===== src/hw/rtl/assert_macros.svh =====
// Assertion helpers; each expects clk and an active-low rst_n in scope.
`ifndef ASSERT_MACROS_SVH
`define ASSERT_MACROS_SVH

// Condition holds at every clock edge outside reset.
`define ASSERT_ALWAYS(label, cond, msg) \
  label: assert property (@(posedge clk) disable iff (!rst_n) (cond)) else $error(msg);

// Consequent holds in the same cycle as the antecedent.
`define ASSERT_IMPLIES(label, ante, cons, msg) \
  label: assert property (@(posedge clk) disable iff (!rst_n) (ante) |-> (cons)) \
    else $error(msg);

// Consequent holds in the cycle after the antecedent.
`define ASSERT_NEXT(label, ante, cons, msg) \
  label: assert property (@(posedge clk) disable iff (!rst_n) (ante) |=> (cons)) \
    else $error(msg);

`endif


===== src/hw/rtl/lbe_pkg.sv =====
package lbe_pkg;

  // Field widths
  localparam int FUNC_W     = 2;
  localparam int EST_W      = 27;
  localparam int ID_W       = 32;
  localparam int IN_DATA_W  = 272;
  localparam int OUT_DATA_W = 88;
  localparam int CFG_IDX_W  = 3;
  localparam int CFG_DATA_W = 24;

  // Serial divider: the largest dividend is 2^32 * 10^6, below 2^52
  localparam int DIV_W     = 52;
  localparam int DIV_CNT_W = 6;
  localparam logic [DIV_CNT_W-1:0] DIV_LAST = DIV_CNT_W'(DIV_W - 1);

  // Output field positions
  localparam int OUT_PUBV_BIT = 27;
  localparam int OUT_PUB_LSB  = 28;
  localparam int OUT_PUB_MSB  = 54;

  // Rate limits and scale factors
  localparam logic [EST_W-1:0] EST_MAX = 27'd67108864;
  localparam logic [EST_W-1:0] EST_MIN = 27'd8192;
  localparam logic [31:0] US_PER_S    = 32'd1000000;
  localparam logic [31:0] MS_PER_S    = 32'd1000;
  localparam logic [31:0] PERCENT     = 32'd100;
  localparam logic [3:0]  RUN_MAX     = 4'd15;

  // Cut to 85 percent as estimate * 17 / 20; the divide by 5 is a reciprocal
  // multiply whose quotient sits at bit 34 of the product
  localparam logic [31:0] CUT_SCALE  = 32'd17;
  localparam logic [31:0] DIV5_RECIP = 32'hCCCC_CCCD;

  // Item kinds
  typedef enum logic [FUNC_W-1:0] {
    FUNC_LAUNCH = 2'd0,
    FUNC_EXPIRY = 2'd1,
    FUNC_ACK    = 2'd2,
    FUNC_REPORT = 2'd3
  } func_t;

  // Configuration register indexes
  localparam logic [CFG_IDX_W-1:0] REG_IDLE_THR    = 3'd0;
  localparam logic [CFG_IDX_W-1:0] REG_EXPIRE      = 3'd1;
  localparam logic [CFG_IDX_W-1:0] REG_SAT_BYTES   = 3'd2;
  localparam logic [CFG_IDX_W-1:0] REG_SAT_DRAIN   = 3'd3;
  localparam logic [CFG_IDX_W-1:0] REG_PUB_UP      = 3'd4;
  localparam logic [CFG_IDX_W-1:0] REG_PUB_DOWN    = 3'd5;
  localparam logic [CFG_IDX_W-1:0] REG_RTT_RISE    = 3'd6;
  localparam logic [CFG_IDX_W-1:0] REG_RTT_REPORTS = 3'd7;

  // Clamp a quotient into the legal rate range
  function automatic logic [EST_W-1:0] clamp_rate(input logic [DIV_W-1:0] q);
    logic [EST_W-1:0] r;
    if (q < DIV_W'(EST_MIN)) begin
      r = EST_MIN;
    end else if (q > DIV_W'(EST_MAX)) begin
      r = EST_MAX;
    end else begin
      r = q[EST_W-1:0];
    end
    return r;
  endfunction

endpackage


===== src/hw/rtl/link_bandwidth_estimator_unit.sv =====
// Launch and expiry items go from idle through dispatch to done; a round-trip cut runs
// the round-trip, multiply and publish steps. Ack and receive-rate items use a bit-serial
// 52-bit divider for the rate quotient; one shared 32x32 multiplier does the other arithmetic.
// One item is worked on at a time; a new item is taken once the result is registered,
// and a stalled result holds the next item in S_DONE until it is taken.
// rst_n is synchronous, active low: state clears to zero, configuration to its defaults.
`include "assert_macros.svh"

module link_bandwidth_estimator_unit (
  input  logic                               clk,
  input  logic                               rst_n,
  // Input item channel
  input  logic                               in_tvalid,
  output logic                               in_tready,
  // tdata, low bit up: now_ms[31:0], idle_ms[63:32], ack_train_id[95:64],
  // ack_bytes[127:96], ack_delta_us[159:128], rate_bytes[191:160],
  // rate_interval_ms[223:192], rtt_ms[239:224], pending_bytes[271:240]
  input  logic [lbe_pkg::IN_DATA_W-1:0]      in_tdata,
  // tuser, low bit up: func[1:0]
  input  logic [lbe_pkg::FUNC_W-1:0]         in_tuser,
  // Result channel
  output logic                               out_tvalid,
  input  logic                               out_tready,
  // tdata, low bit up: estimate[26:0], publish_valid[27], publish_value[54:28],
  // probe_launched[55], probe_train_id[87:56]
  output logic [lbe_pkg::OUT_DATA_W-1:0]     out_tdata,
  // Configuration write port
  input  logic                               cfg_we,
  input  logic [lbe_pkg::CFG_IDX_W-1:0]      cfg_index,
  input  logic [lbe_pkg::CFG_DATA_W-1:0]     cfg_wdata
);
  import lbe_pkg::*;

  typedef enum logic [4:0] {
    S_IDLE,
    S_DISPATCH,
    S_RTT,
    S_MUL_DIV,
    S_CUT_MUL,
    S_CUT_APPLY,
    S_DIV_LOAD,
    S_DIV,
    S_DIV_DONE,
    S_ACK_APPLY,
    S_SAT_MUL1,
    S_SAT_MUL2,
    S_SAT_CMP,
    S_REPORT_APPLY,
    S_PUB_MUL1,
    S_PUB_MUL2,
    S_PUB_CMP,
    S_DONE
  } state_t;

  state_t state_r;

  // Configuration registers
  logic [15:0] idle_thr_r;
  logic [15:0] expire_r;
  logic [23:0] sat_bytes_r;
  logic [15:0] sat_drain_r;
  logic [6:0]  pub_up_r;
  logic [6:0]  pub_down_r;
  logic [15:0] rtt_rise_r;
  logic [3:0]  rtt_reports_r;

  // Estimator state
  logic [EST_W-1:0] estimate_r;
  logic [EST_W-1:0] published_r;
  logic [ID_W-1:0]  train_counter_r;
  logic             train_pending_r;
  logic             train_under_load_r;
  logic [31:0]      train_sent_at_r;
  logic [15:0]      lowest_rtt_r;
  logic [3:0]       high_rtt_run_r;

  // Captured item
  func_t       func_r;
  logic [31:0] now_r;
  logic [31:0] idle_r;
  logic [31:0] ack_id_r;
  logic [31:0] ack_bytes_r;
  logic [31:0] ack_delta_r;
  logic [31:0] rate_bytes_r;
  logic [31:0] rate_int_r;
  logic [15:0] rtt_r;
  logic [31:0] pending_r;

  // Working registers
  logic                 cut_r;
  logic                 sat_r;
  logic [EST_W-1:0]     cand_r;
  logic [EST_W-1:0]     arrival_r;
  logic [63:0]          prod_r;
  logic [41:0]          hold_r;
  logic [31:0]          den_r;
  logic [31:0]          rem_r;
  logic [DIV_W-1:0]     dq_r;
  logic [DIV_CNT_W-1:0] div_cnt_r;

  // Result registers
  logic                  res_pub_r;
  logic                  res_launch_r;
  logic [ID_W-1:0]       res_id_r;
  logic                  out_valid_r;
  logic [OUT_DATA_W-1:0] out_tdata_r;

  // Shared multiplier operands
  logic        mul_en;
  logic [31:0] mul_a;
  logic [31:0] mul_b;

  // Divider step
  logic [32:0] div_trial;
  logic        div_ge;

  // Round-trip tracking
  logic [15:0] low_rtt_nxt;
  logic [3:0]  run_nxt;
  logic        cut_nxt;

  // Report and publish helpers
  logic [EST_W:0]   est_sum;
  logic [EST_W-1:0] est_up;
  logic             cand_ge_pub;
  logic [EST_W-1:0] pub_diff;
  logic             out_load;

  // Views for the checks
  logic             est_legal;
  logic             out_pub_flag;
  logic [EST_W-1:0] out_pub_value;

  assign in_tready  = (state_r == S_IDLE);
  assign out_tvalid = out_valid_r;
  assign out_tdata  = out_tdata_r;
  assign out_load   = (state_r == S_DONE) && (!out_valid_r || out_tready);

  // Select multiplier operands for the current step
  always_comb begin
    mul_en = 1'b1;
    mul_a  = '0;
    mul_b  = '0;
    case (state_r)
      S_MUL_DIV: begin
        if (func_r == FUNC_ACK) begin
          mul_a = ack_bytes_r;
          mul_b = US_PER_S;
        end else if (cut_r) begin
          mul_a = 32'(estimate_r);
          mul_b = CUT_SCALE;
        end else begin
          mul_a = rate_bytes_r;
          mul_b = MS_PER_S;
        end
      end
      S_CUT_MUL: begin
        mul_a = 32'(prod_r[31:2]);
        mul_b = DIV5_RECIP;
      end
      S_SAT_MUL1: begin
        mul_a = pending_r;
        mul_b = MS_PER_S;
      end
      S_SAT_MUL2: begin
        mul_a = 32'(sat_drain_r) + 32'd1;
        mul_b = 32'(estimate_r);
      end
      S_PUB_MUL1: begin
        mul_a = 32'(published_r);
        mul_b = cand_ge_pub ? 32'(pub_up_r) : 32'(pub_down_r);
      end
      S_PUB_MUL2: begin
        mul_a = 32'(pub_diff) + 32'd1;
        mul_b = PERCENT;
      end
      default: begin
        mul_en = 1'b0;
      end
    endcase
  end

  // Restoring divider step: bring in one dividend bit, subtract when it fits
  assign div_trial = {rem_r, dq_r[DIV_W-1]};
  assign div_ge    = div_trial >= {1'b0, den_r};

  // Lowest round trip and run of high reports
  always_comb begin
    low_rtt_nxt = ((lowest_rtt_r == '0) || (rtt_r < lowest_rtt_r)) ? rtt_r : lowest_rtt_r;
    if ((rtt_r - low_rtt_nxt) > rtt_rise_r) begin
      run_nxt = (high_rtt_run_r < RUN_MAX) ? high_rtt_run_r + 4'd1 : high_rtt_run_r;
    end else begin
      run_nxt = '0;
    end
    cut_nxt = run_nxt >= rtt_reports_r;
  end

  assign est_sum     = {1'b0, estimate_r} + {1'b0, arrival_r};
  assign est_up      = estimate_r + ((arrival_r - estimate_r) >> 1);
  assign cand_ge_pub = cand_r >= published_r;
  assign pub_diff    = cand_ge_pub ? cand_r - published_r : published_r - cand_r;

  assign est_legal     = (estimate_r == '0) || ((estimate_r >= EST_MIN) && (estimate_r <= EST_MAX));
  assign out_pub_flag  = out_tdata_r[OUT_PUBV_BIT];
  assign out_pub_value = out_tdata_r[OUT_PUB_MSB:OUT_PUB_LSB];

  // Sequencer, state and registered outputs
  always_ff @(posedge clk) begin
    if (!rst_n) begin
      state_r            <= S_IDLE;
      idle_thr_r         <= 16'd5000;
      expire_r           <= 16'd10000;
      sat_bytes_r        <= 24'd262144;
      sat_drain_r        <= 16'd125;
      pub_up_r           <= 7'd25;
      pub_down_r         <= 7'd10;
      rtt_rise_r         <= 16'd150;
      rtt_reports_r      <= 4'd3;
      estimate_r         <= '0;
      published_r        <= '0;
      train_counter_r    <= '0;
      train_pending_r    <= 1'b0;
      train_under_load_r <= 1'b0;
      train_sent_at_r    <= '0;
      lowest_rtt_r       <= '0;
      high_rtt_run_r     <= '0;
      out_valid_r        <= 1'b0;
    end else begin
      // Take configuration writes, keeping each register's width
      if (cfg_we) begin
        case (cfg_index)
          REG_IDLE_THR:    idle_thr_r    <= cfg_wdata[15:0];
          REG_EXPIRE:      expire_r      <= cfg_wdata[15:0];
          REG_SAT_BYTES:   sat_bytes_r   <= cfg_wdata[23:0];
          REG_SAT_DRAIN:   sat_drain_r   <= cfg_wdata[15:0];
          REG_PUB_UP:      pub_up_r      <= cfg_wdata[6:0];
          REG_PUB_DOWN:    pub_down_r    <= cfg_wdata[6:0];
          REG_RTT_RISE:    rtt_rise_r    <= cfg_wdata[15:0];
          REG_RTT_REPORTS: rtt_reports_r <= cfg_wdata[3:0];
          default: ;
        endcase
      end

      if (mul_en) begin
        prod_r <= mul_a * mul_b;
      end

      // Drop the result once taken
      if (out_tvalid && out_tready && !out_load) begin
        out_valid_r <= 1'b0;
      end

      case (state_r)
        S_IDLE: begin
          if (in_tvalid) begin
            func_r       <= func_t'(in_tuser);
            now_r        <= in_tdata[31:0];
            idle_r       <= in_tdata[63:32];
            ack_id_r     <= in_tdata[95:64];
            ack_bytes_r  <= in_tdata[127:96];
            ack_delta_r  <= in_tdata[159:128];
            rate_bytes_r <= in_tdata[191:160];
            rate_int_r   <= in_tdata[223:192];
            rtt_r        <= in_tdata[239:224];
            pending_r    <= in_tdata[271:240];
            res_pub_r    <= 1'b0;
            res_launch_r <= 1'b0;
            res_id_r     <= '0;
            cut_r        <= 1'b0;
            sat_r        <= 1'b0;
            state_r      <= S_DISPATCH;
          end
        end

        S_DISPATCH: begin
          case (func_r)
            FUNC_LAUNCH: begin
              if (!train_pending_r && (pending_r <= 32'(sat_bytes_r))) begin
                train_counter_r    <= train_counter_r + 32'd1;
                train_sent_at_r    <= now_r;
                train_pending_r    <= 1'b1;
                train_under_load_r <= idle_r < 32'(idle_thr_r);
                res_launch_r       <= 1'b1;
                res_id_r           <= train_counter_r + 32'd1;
              end
              state_r <= S_DONE;
            end
            FUNC_EXPIRY: begin
              if (train_pending_r && ((now_r - train_sent_at_r) >= 32'(expire_r))) begin
                train_pending_r <= 1'b0;
              end
              state_r <= S_DONE;
            end
            FUNC_ACK: begin
              if (train_pending_r && (ack_id_r == train_counter_r)) begin
                train_pending_r <= 1'b0;
                den_r           <= ack_delta_r;
                if (ack_bytes_r == '0) begin
                  state_r <= S_DONE;
                end else if (ack_delta_r == '0) begin
                  cand_r  <= EST_MAX;
                  state_r <= S_ACK_APPLY;
                end else begin
                  state_r <= S_MUL_DIV;
                end
              end else begin
                state_r <= S_DONE;
              end
            end
            FUNC_REPORT: begin
              den_r <= rate_int_r;
              if ((rate_bytes_r == '0) || (rate_int_r == '0)) begin
                state_r <= S_DONE;
              end else if ((rtt_r != '0) && (estimate_r != '0)) begin
                state_r <= S_RTT;
              end else begin
                state_r <= S_MUL_DIV;
              end
            end
            default: state_r <= S_DONE;
          endcase
        end

        // Track queuing delay; a long enough run turns the report into a cut
        S_RTT: begin
          lowest_rtt_r   <= low_rtt_nxt;
          high_rtt_run_r <= cut_nxt ? 4'd0 : run_nxt;
          cut_r          <= cut_nxt;
          state_r        <= S_MUL_DIV;
        end

        S_MUL_DIV: begin
          state_r <= cut_r ? S_CUT_MUL : S_DIV_LOAD;
        end

        S_CUT_MUL: begin
          state_r <= S_CUT_APPLY;
        end

        // Cut to 85 percent, no lower than the rate floor
        S_CUT_APPLY: begin
          if (prod_r[63:34] < 30'(EST_MIN)) begin
            estimate_r <= EST_MIN;
            cand_r     <= EST_MIN;
          end else begin
            estimate_r <= prod_r[60:34];
            cand_r     <= prod_r[60:34];
          end
          state_r <= S_PUB_MUL1;
        end

        S_DIV_LOAD: begin
          dq_r      <= prod_r[DIV_W-1:0];
          rem_r     <= '0;
          div_cnt_r <= '0;
          state_r   <= S_DIV;
        end

        // Shift one quotient bit in per cycle
        S_DIV: begin
          rem_r     <= div_ge ? 32'(div_trial - {1'b0, den_r}) : div_trial[31:0];
          dq_r      <= {dq_r[DIV_W-2:0], div_ge};
          div_cnt_r <= div_cnt_r + DIV_CNT_W'(1);
          if (div_cnt_r == DIV_LAST) begin
            state_r <= S_DIV_DONE;
          end
        end

        S_DIV_DONE: begin
          if (func_r == FUNC_ACK) begin
            cand_r  <= clamp_rate(dq_r);
            state_r <= S_ACK_APPLY;
          end else begin
            arrival_r <= clamp_rate(dq_r);
            if (pending_r > 32'(sat_bytes_r)) begin
              sat_r   <= 1'b1;
              state_r <= S_REPORT_APPLY;
            end else if (estimate_r == '0) begin
              state_r <= S_REPORT_APPLY;
            end else begin
              state_r <= S_SAT_MUL1;
            end
          end
        end

        // Under-load trains may only raise the estimate
        S_ACK_APPLY: begin
          if (!(train_under_load_r && (cand_r <= estimate_r))) begin
            estimate_r <= cand_r;
            state_r    <= S_PUB_MUL1;
          end else begin
            state_r <= S_DONE;
          end
        end

        S_SAT_MUL1: begin
          state_r <= S_SAT_MUL2;
        end

        S_SAT_MUL2: begin
          hold_r  <= prod_r[41:0];
          state_r <= S_SAT_CMP;
        end

        // Drain time exceeds the limit when pending * 1000 >= (drain + 1) * estimate
        S_SAT_CMP: begin
          sat_r   <= {22'd0, hold_r} >= prod_r;
          state_r <= S_REPORT_APPLY;
        end

        S_REPORT_APPLY: begin
          if (estimate_r == '0) begin
            estimate_r <= arrival_r;
            cand_r     <= arrival_r;
            state_r    <= S_PUB_MUL1;
          end else if (sat_r) begin
            estimate_r <= est_sum[EST_W:1];
            cand_r     <= est_sum[EST_W:1];
            state_r    <= S_PUB_MUL1;
          end else if (arrival_r > estimate_r) begin
            estimate_r <= est_up;
            cand_r     <= est_up;
            state_r    <= S_PUB_MUL1;
          end else begin
            state_r <= S_DONE;
          end
        end

        // Publish at once when nothing has been published yet
        S_PUB_MUL1: begin
          if (published_r == '0) begin
            published_r <= cand_r;
            res_pub_r   <= 1'b1;
            state_r     <= S_DONE;
          end else begin
            state_r <= S_PUB_MUL2;
          end
        end

        S_PUB_MUL2: begin
          hold_r  <= prod_r[41:0];
          state_r <= S_PUB_CMP;
        end

        // Change passes when (diff + 1) * 100 > published * percent
        S_PUB_CMP: begin
          if (prod_r > {22'd0, hold_r}) begin
            published_r <= cand_r;
            res_pub_r   <= 1'b1;
          end
          state_r <= S_DONE;
        end

        // Hold until the output register is free
        S_DONE: begin
          if (out_load) begin
            out_tdata_r <= {res_id_r, res_launch_r,
                            res_pub_r ? published_r : {EST_W{1'b0}},
                            res_pub_r, estimate_r};
            out_valid_r <= 1'b1;
            state_r     <= S_IDLE;
          end
        end

        default: state_r <= S_IDLE;
      endcase
    end
  end

  `ASSERT_NEXT(a_busy_after_accept, in_tvalid && in_tready, !in_tready, "item taken while busy")
  `ASSERT_ALWAYS(a_est_range, est_legal, "estimate out of range")
  `ASSERT_IMPLIES(a_div_bound, state_r == S_DIV, div_cnt_r <= DIV_LAST, "divider overran")
  `ASSERT_NEXT(a_pub_match, out_load && res_pub_r, out_pub_value == published_r, "value lost")
  `ASSERT_NEXT(a_pub_flag, out_load, out_tvalid && (out_pub_flag == $past(res_pub_r)), "flag lost")

endmodule


===== config.mk =====
export PLATFORM = sky130hd
export DESIGN_NAME = link_bandwidth_estimator_unit
export DESIGN_NICKNAME = d
export VERILOG_FILES = /design/src/hw/rtl/lbe_pkg.sv /design/src/hw/rtl/link_bandwidth_estimator_unit.sv
export VERILOG_INCLUDE_DIRS = /design/src /design/src/hw/rtl
export SDC_FILE = /design/constraint.sdc
export NUM_CORES = 2
export LEC_CHECK = 0
export BUFFER_PORTS_ARGS = -buffer_cell sky130_fd_sc_hd__buf_2
export CELL_PAD_IN_SITES_DETAIL_PLACEMENT = 1
export CELL_PAD_IN_SITES_GLOBAL_PLACEMENT = 1
export CORE_MARGIN = 10
export CORE_UTILIZATION = 51
export CTS_BUF_LIST = sky130_fd_sc_hd__clkbuf_4 sky130_fd_sc_hd__clkbuf_8
export DETAILED_ROUTE_END_ITERATION = 16
export PLACE_DENSITY_LB_ADDON = 0.1
export SETUP_SLACK_MARGIN = 0.1
export SYNTH_ARGS = -nofsm -noshare
export SYNTH_HDL_FRONTEND = slang
export SYNTH_SLANG_ARGS = --single-unit

===== constraint.sdc =====
create_clock -name clk -period 13.2 [get_ports clk]
set_input_delay 0.66 -clock clk [delete_from_list [all_inputs] [get_ports clk]]
set_output_delay 0.66 -clock clk [all_outputs]
set_load 0.01 [all_outputs]

==> impl_metrics.env <==
export IMPL_leakagePower_uw=0.04342
export IMPL_stdcell_count=12050
export IMPL_cp_top_family="adder cells"
export IMPL_endpoint_kind="flip-flop"
export IMPL_postSynthAreaPerCell_um2=9.554
export IMPL_initial_core_util_pct=51.19
export IMPL_fp_dieArea_um2=181900
export IMPL_grt_pass1_wl_mm=574.2
export IMPL_pin_count=396
export IMPL_cts_max_level=4
export IMPL_synth_edf_count=680
export IMPL_tightest_slew_ps=1540
export IMPL_crit_buf_inv=9
export IMPL_dieHeight_um=426.5
export IMPL_synth_top_area_share_pct=24.23
export IMPL_dp_hpwl_mm=303.0
export IMPL_fin_total_pwr_uw=9219
export IMPL_clock_sinks=932
export IMPL_cts_buffers=170
export IMPL_core_area_um2=164600
export IMPL_vias=76310
export IMPL_cp_slowest_cell="and4_1"
export IMPL_final_cell_mix="inv_1 (1429), nand2_1 (947), fa_1 (839)"
export IMPL_yosys_warnings=0
export IMPL_cts_clk_slew_worst_paths_ps=60
export IMPL_wire_per_inst_um=33.62
export IMPL_rows=149
export IMPL_first_pass_iters=12
export IMPL_failed_checks="max-capacitance violations, max-slew violations"
export IMPL_fin_nets=11520
export IMPL_drive_above_1_share_pct=11.76
export IMPL_regToRegSetupSlack_ps=430
export IMPL_grt_max_degree=123
export IMPL_root_buffer="clkbuf_8"
export IMPL_min_path_type="input pin to flip-flop"
export IMPL_worst_r2r_startpoint="published_r[14]"
export IMPL_place_gp_congestion=1.095
export IMPL_ys_ff_latch=932
export IMPL_synthArstFlopShare_pct=0
export IMPL_final_common_cell="inv_1"
export IMPL_clock_latency_ps=1010
export IMPL_synth_cells=8820
export IMPL_period_share_pct=96.72
export IMPL_grt_overflow_total=0
export IMPL_vdd_ir_drop_max_mv=0.1369
export IMPL_ant_nets=0
export IMPL_portBuffers=395
export IMPL_slew_viol_final=3
export IMPL_yosysSeqAreaShare_pct=30.22
export IMPL_synth_flop_cell="edfxtp_1"
export IMPL_setup_tns_ps=0
export IMPL_critPathMaxStageDelay_ps=670
export IMPL_syn_to_final_growth_pct=15.08
export IMPL_cts_tree="done"
export IMPL_viasPerCell=6.335
export IMPL_cap_violations=1
export IMPL_cpMostUsedCell="inv_1"
export IMPL_holdWs_ps=56.45
export IMPL_outcome="finished, violations left"
export IMPL_grt_usage_pct=43.81
export IMPL_rsz0062_at_grt="no"
export IMPL_first_global_vias=80930
export IMPL_max_clock_path_buffers=3
export IMPL_hold_viol=0
export IMPL_yosys_top_cells_area="edfxtp_1 (24%), fa_1 (20%), ha_1 (10%)"
export IMPL_criticalPathCategory="flip-flop to flip-flop"
export IMPL_fmax_mhz=78.32
export IMPL_cp_max_fo=14
export IMPL_setup_viol=0
export IMPL_pwr_density_cell_nw_per_um2=95.07
export IMPL_cp_arrival_ps=13440
export IMPL_die_x_um=426.5
export IMPL_drtIter0Drc=9451
export IMPL_startpoint="published_r[14]"
export IMPL_crit_path_start_kind="flip-flop"
export IMPL_period_needed_ps=12770
export IMPL_drc=0
export IMPL_wl_mm=405.0
export IMPL_critPathRequiredTime_ps=13870
export IMPL_synth_cell_type_count=104
export IMPL_syn_area_um2=84270
export IMPL_slew_headroom_pct=-3.048
export IMPL_antenna_found_initial=70
export IMPL_hold_start="cfg_wdata[12]"
export IMPL_final_setup_skew_ps=89.35
export IMPL_synth_top_cell_by_area="edfxtp_1"
export IMPL_dpl_cell_count=11400
[sequential cells by signal (all words and copies together) (netlist names), 32 cells and up]
signal / flops
den_r: 32
hold_r: 42
dq_r: 52
ack_id_r: 32
rem_r: 32
rate_bytes_r: 32
now_r: 32
ack_delta_r: 32
out_tdata: 88
res_id_r: 32
rate_int_r: 32
train_sent_at_r: 32
pending_r: 32
prod_r: 64
idle_r: 32
train_counter_r: 32
ack_bytes_r: 32
[final timing paths]
| kind | end | cells past startpoint |
|---|---|---|
| worst min register to register | out_tdata[73] | 0 |
| worst min-delay path | sat_bytes_r[12] | 3 |
| worst max register to register | prod_r[42] | 45 |
| worst max-delay path | prod_r[42] | 45 |
[metrics by stage]
stage / utilization [%] / cell area, µm² / setup slack (ps)
final: 58.91 / 96970 / 432.5
after global routing: 58.86 / 96900 / 106.4
after CTS: 58.73 / 96680 / 109.0
after detailed placement: 54.68 / 90020 / 19.55
after global placement: 54.68 / 90020 / 262.5
after floorplan: - / 84720 / 1675
[power by group]
group,switching (µW),internal (µW)
clock,1560,1740
sequential,102,3280
combinational,1570,963
total,3230,5990
[cell type report]
class	instances	area, µm²
antenna	44	110.1
multi-input combinational	6210	52740
sequential	932	25470
timing repair buffer	926	6738
tap	2189	2739
clock inverter	62	694.4
clock buffer	251	3092
fill	18560	67650
inverter	1432	5380
[routing by layer]
metal | global-route usage, % | wire [µm] | vias up
met1 | 51.10 | 141100 | 38490
met3 | 15.20 | 48020 | 1693
met5 | 0.6612 | 365 | -
met2 | 66.78 | 178300 | 4901
li1 | - | - | 31190
met4 | 32.01 | 37160 | 34
[worst min-delay path, delay by kind of cell]
kind	cells	cell delay (ps)
AO/OA/AOI/OAI	1	50
buffers and inverters	1	190
AND/OR/NAND/NOR	1	90
[synth_stat cells (59+ instances only)]
cell	number
inv_1	1430
nand2_1	948
fa_1	839
ha_1	705
nor2_1	689
edfxtp_1	680
a21oi_1	472
clkbuf_1	311
dfxtp_1	252
o21ai_0	244
xnor2_1	195
a21o_1	181
mux2i_1	135
nand3_1	131
and3_1	116
xor2_1	112
nor4_1	98
nor3_1	93
nand4_1	88
and2_1	87
a211oi_1	83
nand2b_1	78
nor2b_1	62
o21a_1	59
[what timing repair did]
item                                    in CTS  in global routing
hold buffers                               287                  0
gates resized for setup                      1                 33
pin swaps                                    0                  5
setup buffers                                0                  5
hold endpoints to repair                   289                  0
endpoints found under the setup margin       9                 25
[cell families (layout without fill, tap and decap cells)]
group	after synthesis	after routing	share of synthesized area (%)
and+or+nand+nor	2558	2558	14.07
buffers and inverters	1799	2671	8.164
adders and majority gates	1544	1544	30.40
AOI/OAI and AO/OA	1495	1495	11.69
DFF	932	932	30.22
xor gates and xnor gates	307	307	3.191
muxes	183	183	2.257
other	2	167	0.008912
Note: power is estimated with default switching activity, not from simulation.
